===== src/rtl/core/dnv_pkg.sv =====
// Package for the dataset name validator: payload words, name state and register types.
// Used by dnv_step and dataset_name_validator; depends on nothing else.
package dnv_pkg;

  // Width of the saturating total length counter (6 to 8).
  localparam int LENGTH_BITS = 6;

  localparam int CFG_INDEX_W = 2;
  localparam int CFG_DATA_W  = 6;

  // Register indexes on the configuration port.
  localparam logic [CFG_INDEX_W-1:0] REG_MAX_QUALIFIER_LEN = 2'd0;
  localparam logic [CFG_INDEX_W-1:0] REG_MAX_MEMBER_LEN    = 2'd1;
  localparam logic [CFG_INDEX_W-1:0] REG_MAX_LEVELS        = 2'd2;
  localparam logic [CFG_INDEX_W-1:0] REG_MAX_NAME_LEN      = 2'd3;

  // Reset values of the limits.
  localparam logic [3:0] RST_MAX_QUALIFIER_LEN = 4'd8;
  localparam logic [3:0] RST_MAX_MEMBER_LEN    = 4'd8;
  localparam logic [4:0] RST_MAX_LEVELS        = 5'd22;
  localparam logic [5:0] RST_MAX_NAME_LEN      = 6'd44;

  // Result classes.
  localparam logic [1:0] CLASS_INVALID = 2'd0;
  localparam logic [1:0] CLASS_SINGLE  = 2'd1;
  localparam logic [1:0] CLASS_DATASET = 2'd2;
  localparam logic [1:0] CLASS_MEMBER  = 2'd3;

  typedef struct packed {
    logic [7:0] char_code;
    logic       last_char;
  } char_word_t;

  typedef struct packed {
    logic [1:0] name_class;
    logic [4:0] level_total;
    logic [5:0] name_length;
  } result_word_t;

  typedef struct packed {
    logic [3:0] max_qualifier_len;
    logic [3:0] max_member_len;
    logic [4:0] max_levels;
    logic [5:0] max_name_len;
  } limits_t;

  typedef struct packed {
    logic [3:0]             level_length;
    logic [3:0]             member_length;
    logic [4:0]             levels_seen;
    logic [LENGTH_BITS-1:0] total_length;
    logic                   inside_member;
    logic                   member_done;
    logic                   previous_was_dot;
    logic                   name_bad;
    logic                   saw_dot;
    logic                   after_close;
  } name_state_t;

endpackage


===== src/rtl/core/dnv_step.sv =====
// Per-character update of the name state and the final classification.
// Depends on dnv_pkg.
module dnv_step import dnv_pkg::*; (
  input  name_state_t  state,
  input  limits_t      limits,
  input  char_word_t   char_word,
  output name_state_t  state_next,
  output result_word_t result_word
);

  localparam logic [7:0] CHAR_DOT   = 8'h2E;
  localparam logic [7:0] CHAR_OPEN  = 8'h28;
  localparam logic [7:0] CHAR_CLOSE = 8'h29;
  localparam logic [7:0] CHAR_AT    = 8'h40;
  localparam logic [7:0] CHAR_HASH  = 8'h23;
  localparam logic [7:0] CHAR_DOLR  = 8'h24;
  localparam logic [LENGTH_BITS-1:0] TOTAL_MAX = '1;
  localparam int CMP_W = LENGTH_BITS + 2;

  function automatic logic is_digit(input logic [7:0] c);
    return (c >= 8'h30) && (c <= 8'h39);
  endfunction

  function automatic logic is_name_char(input logic [7:0] c);
    return is_digit(c) || ((c >= 8'h41) && (c <= 8'h5A)) ||
           ((c >= 8'h61) && (c <= 8'h7A)) ||
           (c == CHAR_AT) || (c == CHAR_HASH) || (c == CHAR_DOLR);
  endfunction

  name_state_t      upd;
  logic [7:0]       c;
  logic [CMP_W-1:0] limit;
  logic             bad;

  always_comb begin
    c   = char_word.char_code;
    upd = state;
    upd.previous_was_dot = 1'b0;
    upd.after_close      = 1'b0;

    if (state.total_length >= TOTAL_MAX) begin
      upd.name_bad = 1'b1;
    end else begin
      upd.total_length = state.total_length + 1'b1;
    end

    if (state.after_close && (c != CHAR_DOT)) begin
      // Only a dot may follow a closed member.
      upd.name_bad = 1'b1;
    end else if (c == CHAR_DOT) begin
      if (state.inside_member || state.previous_was_dot) upd.name_bad = 1'b1;
      upd.saw_dot          = 1'b1;
      upd.previous_was_dot = 1'b1;
      upd.level_length     = '0;
    end else if (c == CHAR_OPEN) begin
      if (state.inside_member || state.member_done || (state.level_length == '0)) begin
        upd.name_bad = 1'b1;
      end
      upd.inside_member = 1'b1;
      upd.member_length = '0;
    end else if (c == CHAR_CLOSE) begin
      if (!state.inside_member || (state.member_length == '0)) upd.name_bad = 1'b1;
      upd.inside_member = 1'b0;
      upd.member_done   = 1'b1;
      upd.after_close   = 1'b1;
    end else if (is_name_char(c)) begin
      if (state.inside_member) begin
        if (state.member_length >= limits.max_member_len) begin
          upd.name_bad = 1'b1;
        end else begin
          upd.member_length = state.member_length + 1'b1;
        end
      end else begin
        if (state.level_length == '0) begin
          if (is_digit(c)) upd.name_bad = 1'b1;
          if (state.levels_seen != 5'd31) begin
            upd.levels_seen = state.levels_seen + 1'b1;
          end else begin
            upd.name_bad = 1'b1;
          end
          if (upd.levels_seen > limits.max_levels) upd.name_bad = 1'b1;
        end
        if (state.level_length >= limits.max_qualifier_len) begin
          upd.name_bad = 1'b1;
        end else begin
          upd.level_length = state.level_length + 1'b1;
        end
      end
    end else begin
      upd.name_bad = 1'b1;
    end

    // Final checks, applied on the updated state.
    limit = CMP_W'(limits.max_name_len);
    if (upd.member_done) begin
      limit = limit + CMP_W'(limits.max_member_len) + CMP_W'(2);
    end
    bad = upd.name_bad || upd.inside_member || (upd.levels_seen == '0) ||
          (CMP_W'(upd.total_length) > limit);

    if (bad) begin
      result_word.name_class = CLASS_INVALID;
    end else if (upd.member_done) begin
      result_word.name_class = CLASS_MEMBER;
    end else if ((upd.levels_seen == 5'd1) && !upd.saw_dot) begin
      result_word.name_class = CLASS_SINGLE;
    end else begin
      result_word.name_class = CLASS_DATASET;
    end
    result_word.level_total = upd.levels_seen;
    result_word.name_length = (CMP_W'(upd.total_length) > CMP_W'(63)) ? 6'd63 :
                              upd.total_length[5:0];

    // The last character ends the name and the state starts over.
    state_next = char_word.last_char ? '0 : upd;
  end

endmodule


===== src/rtl/core/dataset_name_validator.sv =====
// Top level of the dataset name validator: input stage, name state, result register.
// Depends on dnv_pkg and dnv_step.
//
//   channel  | handshake                  | payload
//   ---------+----------------------------+---------------------------------------
//   char     | char_valid / char_ready    | char_word (char_code, last_char)
//   result   | result_valid / result_ready| result_word (name_class, level_total,
//            |                            |   name_length)
//   cfg      | cfg_we                     | cfg_index, cfg_data
//
// One character is taken every cycle unless the input stalls. A character waits in
// the input stage, where the step logic updates the name state; on the last
// character the class is written into the result register, so a result passes
// through the input stage and then the result register. Only the result register
// can stall the input: a last character waits in the input stage while an earlier
// result is not taken. Reset (synchronous, active high) clears the name state,
// empties both stages and loads the default limits.
module dataset_name_validator import dnv_pkg::*; (
  input  logic                   clk,
  input  logic                   rst,
  input  logic                   char_valid,
  output logic                   char_ready,
  input  char_word_t             char_word,
  output logic                   result_valid,
  input  logic                   result_ready,
  output result_word_t           result_word,
  input  logic                   cfg_we,
  input  logic [CFG_INDEX_W-1:0] cfg_index,
  input  logic [CFG_DATA_W-1:0]  cfg_data
);

  // Configured limits.
  limits_t limits;

  // Input stage holding the character being worked on.
  logic       stage_valid;
  char_word_t stage_word;

  // State of the name in progress.
  name_state_t  state;
  name_state_t  state_next;
  result_word_t result_next;

  logic advance;

  // The stage moves on unless it holds a last character and the result register
  // still holds a result that has not been taken.
  assign advance    = stage_valid &&
                      (!stage_word.last_char || !result_valid || result_ready);
  assign char_ready = !stage_valid || advance;

  dnv_step u_step (
    .state       (state),
    .limits      (limits),
    .char_word   (stage_word),
    .state_next  (state_next),
    .result_word (result_next)
  );

  always_ff @(posedge clk) begin
    if (rst) begin
      limits.max_qualifier_len <= RST_MAX_QUALIFIER_LEN;
      limits.max_member_len    <= RST_MAX_MEMBER_LEN;
      limits.max_levels        <= RST_MAX_LEVELS;
      limits.max_name_len      <= RST_MAX_NAME_LEN;
    end else if (cfg_we) begin
      unique case (cfg_index)
        REG_MAX_QUALIFIER_LEN: limits.max_qualifier_len <= cfg_data[3:0];
        REG_MAX_MEMBER_LEN:    limits.max_member_len    <= cfg_data[3:0];
        REG_MAX_LEVELS:        limits.max_levels        <= cfg_data[4:0];
        REG_MAX_NAME_LEN:      limits.max_name_len      <= cfg_data[5:0];
        default: ;
      endcase
    end
  end

  always_ff @(posedge clk) begin
    if (rst) begin
      stage_valid <= 1'b0;
    end else if (char_ready) begin
      stage_valid <= char_valid;
    end
  end

  always_ff @(posedge clk) begin
    if (char_ready && char_valid) begin
      stage_word <= char_word;
    end
  end

  always_ff @(posedge clk) begin
    if (rst) begin
      state <= '0;
    end else if (advance) begin
      state <= state_next;
    end
  end

  always_ff @(posedge clk) begin
    if (rst) begin
      result_valid <= 1'b0;
    end else if (advance && stage_word.last_char) begin
      result_valid <= 1'b1;
    end else if (result_ready) begin
      result_valid <= 1'b0;
    end
  end

  always_ff @(posedge clk) begin
    if (advance && stage_word.last_char) begin
      result_word <= result_next;
    end
  end

`ifndef SYNTHESIS
  // The name state starts over after every last character.
  assert property (@(posedge clk) disable iff (rst)
    advance && stage_word.last_char |=>
      (state.total_length == '0) && (state.levels_seen == '0) && !state.name_bad)
    else $error("name state not cleared after last character");

  // A valid name has at least one level.
  assert property (@(posedge clk) disable iff (rst)
    result_valid && (result_word.name_class != CLASS_INVALID) |->
      (result_word.level_total != '0))
    else $error("valid class with no level");

  // A single qualifier is exactly one level.
  assert property (@(posedge clk) disable iff (rst)
    result_valid && (result_word.name_class == CLASS_SINGLE) |->
      (result_word.level_total == 5'd1))
    else $error("single qualifier with level count other than one");

  // A last character blocked by a pending result stays in the input stage.
  assert property (@(posedge clk) disable iff (rst)
    stage_valid && stage_word.last_char && result_valid && !result_ready |=>
      stage_valid && stage_word.last_char)
    else $error("blocked last character lost");
`endif

endmodule


===== config.mk =====
export PLATFORM = sky130hd
export DESIGN_NAME = dataset_name_validator
export DESIGN_NICKNAME = d
export VERILOG_FILES = /design/src/rtl/core/dnv_pkg.sv /design/src/rtl/core/dnv_step.sv /design/src/rtl/core/dataset_name_validator.sv
export SDC_FILE = /design/constraint.sdc
export NUM_CORES = 1
export LEC_CHECK = 0
export BUFFER_PORTS_ARGS = -buffer_cell sky130_fd_sc_hd__buf_2
export CAP_MARGIN = 20
export CORE_ASPECT_RATIO = 1.4
export CORE_MARGIN = 1
export CORE_UTILIZATION = 54
export DETAILED_ROUTE_END_ITERATION = 10
export HOLD_SLACK_MARGIN = 0.02
export MAX_ROUTING_LAYER = met4
export PLACE_DENSITY = 0.76
export SLEW_MARGIN = 25
export SYNTH_ARGS = -nofsm -noshare
export SYNTH_HDL_FRONTEND = slang
export SYNTH_HIERARCHICAL = 1
export SYNTH_SLANG_ARGS = --single-unit

===== constraint.sdc =====
create_clock -name clk -period 3.3 [get_ports clk]
set_input_delay 0.165 -clock clk [delete_from_list [all_inputs] [get_ports clk]]
set_output_delay 0.165 -clock clk [all_outputs]
set_load 0.005 [all_outputs]

After elaboration in Yosys (flattened, before gate mapping)
Cells that the tools add are included.

storage, ports and cells
  bits in registers = 68
  input bits = 22
  output and inout bits = 15
  word-level logic and storage cells = 156

cells by class
  add/subtract/negate cells = 6
  order comparisons = 11
  equality and inequality tests = 20
  muxes and demuxes = 56
  reductions and logical operators = 42

operators with widths
  cell                                                                                  number
  5-bit two-way mux                                                                     11
  8-bit by 6-bit equality test with 1-bit output (second input constant)                5
  13-bit two-way mux                                                                    3
  4-bit two-way mux                                                                     7
  1-bit two-way mux                                                                     25
  25-bit two-way mux                                                                    1
  3-bit by 2-bit != test with 1-bit output (second input constant)                      6
  8-bit by 7-bit greater-or-equal comparator with 1-bit output (second input constant)  2
  8-bit by 7-bit <= comparator with 1-bit output (second input constant)                2
  1-bit logical OR                                                                      15
  7-bit AND reduction                                                                   2
  2-bit two-way mux                                                                     5
  9-bit two-way mux                                                                     1
  3-bit nonzero test                                                                    3
  4-bit by 1-bit adder with 4-bit output (second input constant)                        2
  8-bit by 2-bit adder with 8-bit output (second input constant)                        1
  8-bit by 7-bit equality test with 1-bit output (second input constant)                1
  4-bit greater-or-equal comparator                                                     2
  8-bit by 6-bit greater-or-equal comparator with 1-bit output (second input constant)  1
  6-bit by 8-bit > comparator with 1-bit output                                         1
  8-bit by 6-bit <= comparator with 1-bit output (second input constant)                1
  1-bit logical AND                                                                     8
  4-bit zero test                                                                       2
  8-bit two-way mux                                                                     1
  other kinds (18)                                                                      27

Longest topological paths before layout
  depth in word-level cells = 25
  depth in mapped cells = 16
  mapped depth without buffers = 16

By module
Netlist, hierarchy kept.

modules (own cells, without submodules)
  module                  instances  cells each  area an instance (um2)  seq. area each (um2)
  dataset_name_validator  1          217         2588.7                  1581.5
  dnv_step                1          245         1710.4                  0.0

Least setup slack after synthesis
OpenSTA, ideal clock, no wires.

  kind = reg2reg
  start = register, netlist name limits[1]
  end = register result_word[11] (netlist name), data pin
  arrival time = 2.955 ns
  data required time = 3.110 ns
  setup slack = 0.154 ns
  stages on the path, launching flop included = 17
  buffers on the path = 0
  path through = dfxtp_1 -> inv_1 -> ha_1 -> inv_1 -> ha_1 -> fa_1 -> a21o_1 -> a21oi_1 -> nor2_1 -> xnor2_1 -> ha_1 -> o21ai_0 -> a21oi_1 -> o22ai_1 -> o21ai_0 -> or3_4 -> a2111oi_2

on the way
  word-level cells in the longest chain between the ends = 5

ends and longest elaborated chain
  element                                            line                           RTL
  6-bit by 4-bit adder with 7-bit output             dnv_step.sv:96                 limit = limit + CMP_W'(limits.max_member_len) + CMP_W'(2);
  8-bit by 2-bit adder with 8-bit output             dnv_step.sv:96
  8-bit two-way mux (*)                              dnv_step.sv:95                 if (upd.member_done) begin
  6-bit by 8-bit > comparator with 1-bit output (*)  dnv_step.sv:99                 (CMP_W'(upd.total_length) > limit);
  1-bit logical OR (*)                               dnv_step.sv:98                 bad = upd.name_bad || upd.inside_member || (upd.levels_seen == '0) ||
  to (signal assigned)                               dataset_name_validator.sv:111  result_word <= result_next;
  to (decl)                                          dataset_name_validator.sv:26   output result_word_t result_word,

Mark *: on every way between the ends. The rest lies on a longest branch, timed or not.
A chain may end at the register's enable or synchronous reset.

Worst setup path in the final report
  start = register, netlist name limits[12]
  end = register result_word[11] (netlist name), data pin

on the way
  word-level cells in the longest chain between the ends = 11
  elaborated cells on any way between the ends = 15
  those cells by class = add/sub (2); order compare (2); mux (8); reduce/logical (3)

ends and longest elaborated chain
  element                                                                          line
  branches (longest 10 deep; another with 8-bit by 2-bit adder with 8-bit output)  -
  1-bit logical OR (*)                                                             dnv_step.sv:98

Mark *: on every way between the ends.

==> results by group <==
Outcome
  – Status: finished clean

Logic synthesis
  – Cell taking the most area after synthesis: dfxtp_1
  – #FFs+latches synth: 68
  – Post-synth cell types: 58
  – Average size of a mapped cell: between 9 and 10 um2
  – Syn nets: slightly above 500
  – Yosys warns: 6
  – Predominant post-synthesis flop cell: dfxtp_1
  – Synth top area share: 0.2142
  – Top cells by area, synth: dfxtp_1 (21%), edfxtp_1 (15%), ha_1 (9.6%)
  – Async SR Flop Fraction: 0
  – Post-synthesis sequential area ratio: 0.3679
  – Number of synthesized flops with an enable pin: 22
  – Gate count of the mapped netlist: around 460
  – Synthesized cell area: between 4000 and 5000 um2

Finish
  – Most frequent cells in the layout: nand2b_1 (52), nor2_1 (44), dfxtp_1 (44)
  – Non-Filler Instances: approximately 620
  – # nets final: 574
  – Syn-to-layout area delta: 16.27%
  – ANT cells: 0
  – Most common cell after layout, fill and taps aside: nand2b_1
  – Layout cells sized above 1: 0.1816

Detailed routing
  – Vias per std cell: between 5 and 6
  – Drt drc: 0
  – Vias: 3,451
  – DR iter-0 viols: approximately 120
  – Router iterations before antenna repair: 4
  – Routed len/inst: between 10 and 15 um
  – Routed Wire Length: 9.140 mm
  – Final antenna-violating net count: 0

GRT
  – Global Route met2 Usage: 0.4172
  – Number of global-route vias before repair: 3,388
  – Largest net degree at the start of global routing: 72
  – First-pass GRT wire length: approximately 15 mm
  – Initial antenna violation count: 0
  – GRT Max-Usage Layer: met2
  – GRT met3 Usage: 0.04746
  – GRT Resource Usage Total: 0.2425
  – Grt met1 use: 0.2563
  – Grt ovf: 0

Timing
  – Worst hold slack: 0.05772 ns
  – Fin crit share: 0.9864
  – Max Fclk: roughly 0.3 GHz
  – Final count of negative-setup-slack endpoints: 0
  – Final Hold Fails: 0
  – Clock skew: 0.009770 ns
  – Fin crit period: between 3 and 4 ns
  – Pins over their slew limit: 0
  – Slew Limit Headroom: 0.2933
  – Unrepaired setup endpoints after global routing: true
  – Worst slew pin tran: between 1 and 1.5 ns

Clock network
  – Clock-pin slew on the worst setup and hold paths: ~0.08 ns
  – Clk root buf: clkbuf_8
  – Longest Clk Path Bufs: 2
  – Worst-skew pair later-pin latency: about 0.36 ns
  – Num CTS Buffers: 9
  – H-tree levels: 3
  – Clock Sink Count: 68
  – CTS tree: built

Setup path
  – Critical Path Sink Type: flip-flop
  – Setup crit start: limits[12]
  – CP Buf/Inv Count: 2
  – CP max-delay cell: or3_4
  – Worst Path Max Fanout: 2
  – Crit path largest cell delay: 0.39 ns
  – Req. time, crit path: 3.47 ns
  – Top delay family on crit path: adder cells
  – Critical path launch point type: flip-flop
  – Critical-path cell list: inv_1, ha_1, inv_1, ha_2, fa_2, xnor2_2, nor2_1, a21oi_1, ha_1, o21a_1, o31ai_2, a21oi_1, o22ai_2, o21ai_2, or3_4, a2111oi_4
  – Critical path class: reg2reg
  – Critical R2R Launch: limits[12]
  – Critical path arrival: roughly 3.4 ns

Power and ir drop
  – Reg power frac: 0.507
  – Part of the power in combinational logic: 0.115
  – PwrDens: around 360 nW/um2
  – Lkg Pwr: between 0.002 and 0.0025 uW
  – Switching pwr: 439.9 uW
  – Int Pwr: 1352 uW
  – Clock power frac: 0.379
  – Switching Share: 0.2455
  – Worst VDD drop: between 0.2 and 0.3 mV

Floorplanning
  – Width of the die: roughly 77 um
  – Initial Util: 0.5547
  – Die Area: 8327 um2
  – Die height: 107.6 um
  – IO Count: 37
  – Core Area: 7750 um2
  – Row count: 38

Placement
  – Port Buffers: 36
  – Placed insts: a little under 600
  – Placer Congestion: 0.8601
  – Hpwl dp: between 6 and 7 mm

Min path
  – Hold path startpoint: cfg_data[4]
  – Worst min path class: in2reg

Job
  – Max-cap violations: 0
-- layer usage --
metal | share of wire | wire (um)
met2 | 0.51 | 4699
met1 | 0.41 | 3733
met5 | 0 | 0
met4 | 0.042 | 380
met3 | 0.036 | 326
-- worst reg2reg max path, cell delays in order, from the launching register on --
cell       delay [ns]
dfxtp_2          0.33
inv_1            0.05
ha_1             0.27
inv_1            0.04
ha_2             0.19
fa_2             0.38
xnor2_2          0.16
nor2_1           0.05
a21oi_1          0.16
ha_1             0.27
o21a_1           0.13
o31ai_2          0.06
a21oi_1          0.11
o22ai_2          0.22
o21ai_2          0.07
or3_4            0.39
a2111oi_4        0.18
-- kinds of logic after synthesis --
group | synth area share
AO/OA/AOI/OAI | 0.09954
XOR/XNOR | 0.01833
adder cells (fa/ha/maj) | 0.1007
buffers and inverters | 0.04365
flip-flops | 0.3679
multiplexers | 0.1042
AND/OR/NAND/NOR | 0.2657
-- per-stage QoR --
step	setup TNS [ns]	setup slack (ns)	instance area (um2)	utilization	total power [uW]
detailed placement	-0.1296	-0.1296	4646	0.5995	1116
CTS	0	0.04178	4986	0.6434	1806
finish	0	0.04494	4999	0.6450	1792
global route	-0.1567	-0.1091	4999	0.6450	1870
floorplan	0	0.1545	4299	-	1055
global placement	-0.02157	-0.02157	4646	0.5995	1107
-- repair_timing --
action / CTS / global route
endpoints found under the hold margin: 10 / 0
pin swaps: 9 / 4
hold buffers: 10 / 0
buffers inserted: 1 / 0
resized for setup: 9 / 4
endpoints found under the setup margin: 2 / 3
-- state kept, by name (all words and copies together) (netlist names) --
name	cells
limits	19
stage_valid	1
result_word	13
stage_word	9
state	25
result_valid	1
-- synthesized netlist by cell type, types with 6 or more instances --
cell type,count
nand2b_1,52
dfxtp_1,46
nor2_1,44
mux2i_1,38
ha_1,33
inv_1,26
nand2_1,25
edfxtp_1,22
a21oi_1,19
nor2b_1,17
o21ai_0,16
clkbuf_1,12
nand3b_1,10
a31oi_1,6
mux2_2,6
nand3_1,6
nor3_1,6
-- final timing paths --
path                           to  slack [ns]  cells after the start
hold / removal          limits[4]        0.06                      3
hold reg to reg        limits[10]        0.48                      1
setup reg to reg  result_word[11]        0.04                     16
setup / recovery  result_word[11]        0.04                     16
-- area by class of cell --
class	count	area [um2]
Fill cell	648	2751
Multi-Input combinational cell	350	2590
Sequential cell	68	1584
Timing Repair Buffer	63	407.9
Clock buffer	11	141.4
Tap cell	100	125.1
Inverter	26	97.59
Clock inverter	5	52.55
-- power groups by stage --
stage / registers, uW / logic [uW] / clock network [uW]
4_1_cts: 908 / 204 / 695
5_1_grt: 911 / 226 / 732
2_1_floorplan: 920 / 135 / 0
3_3_place_gp: 925 / 182 / 0
3_5_place_dp: 927 / 189 / 0
6_report: 908 / 206 / 678
Note: power is estimated with default switching activity, not from simulation.
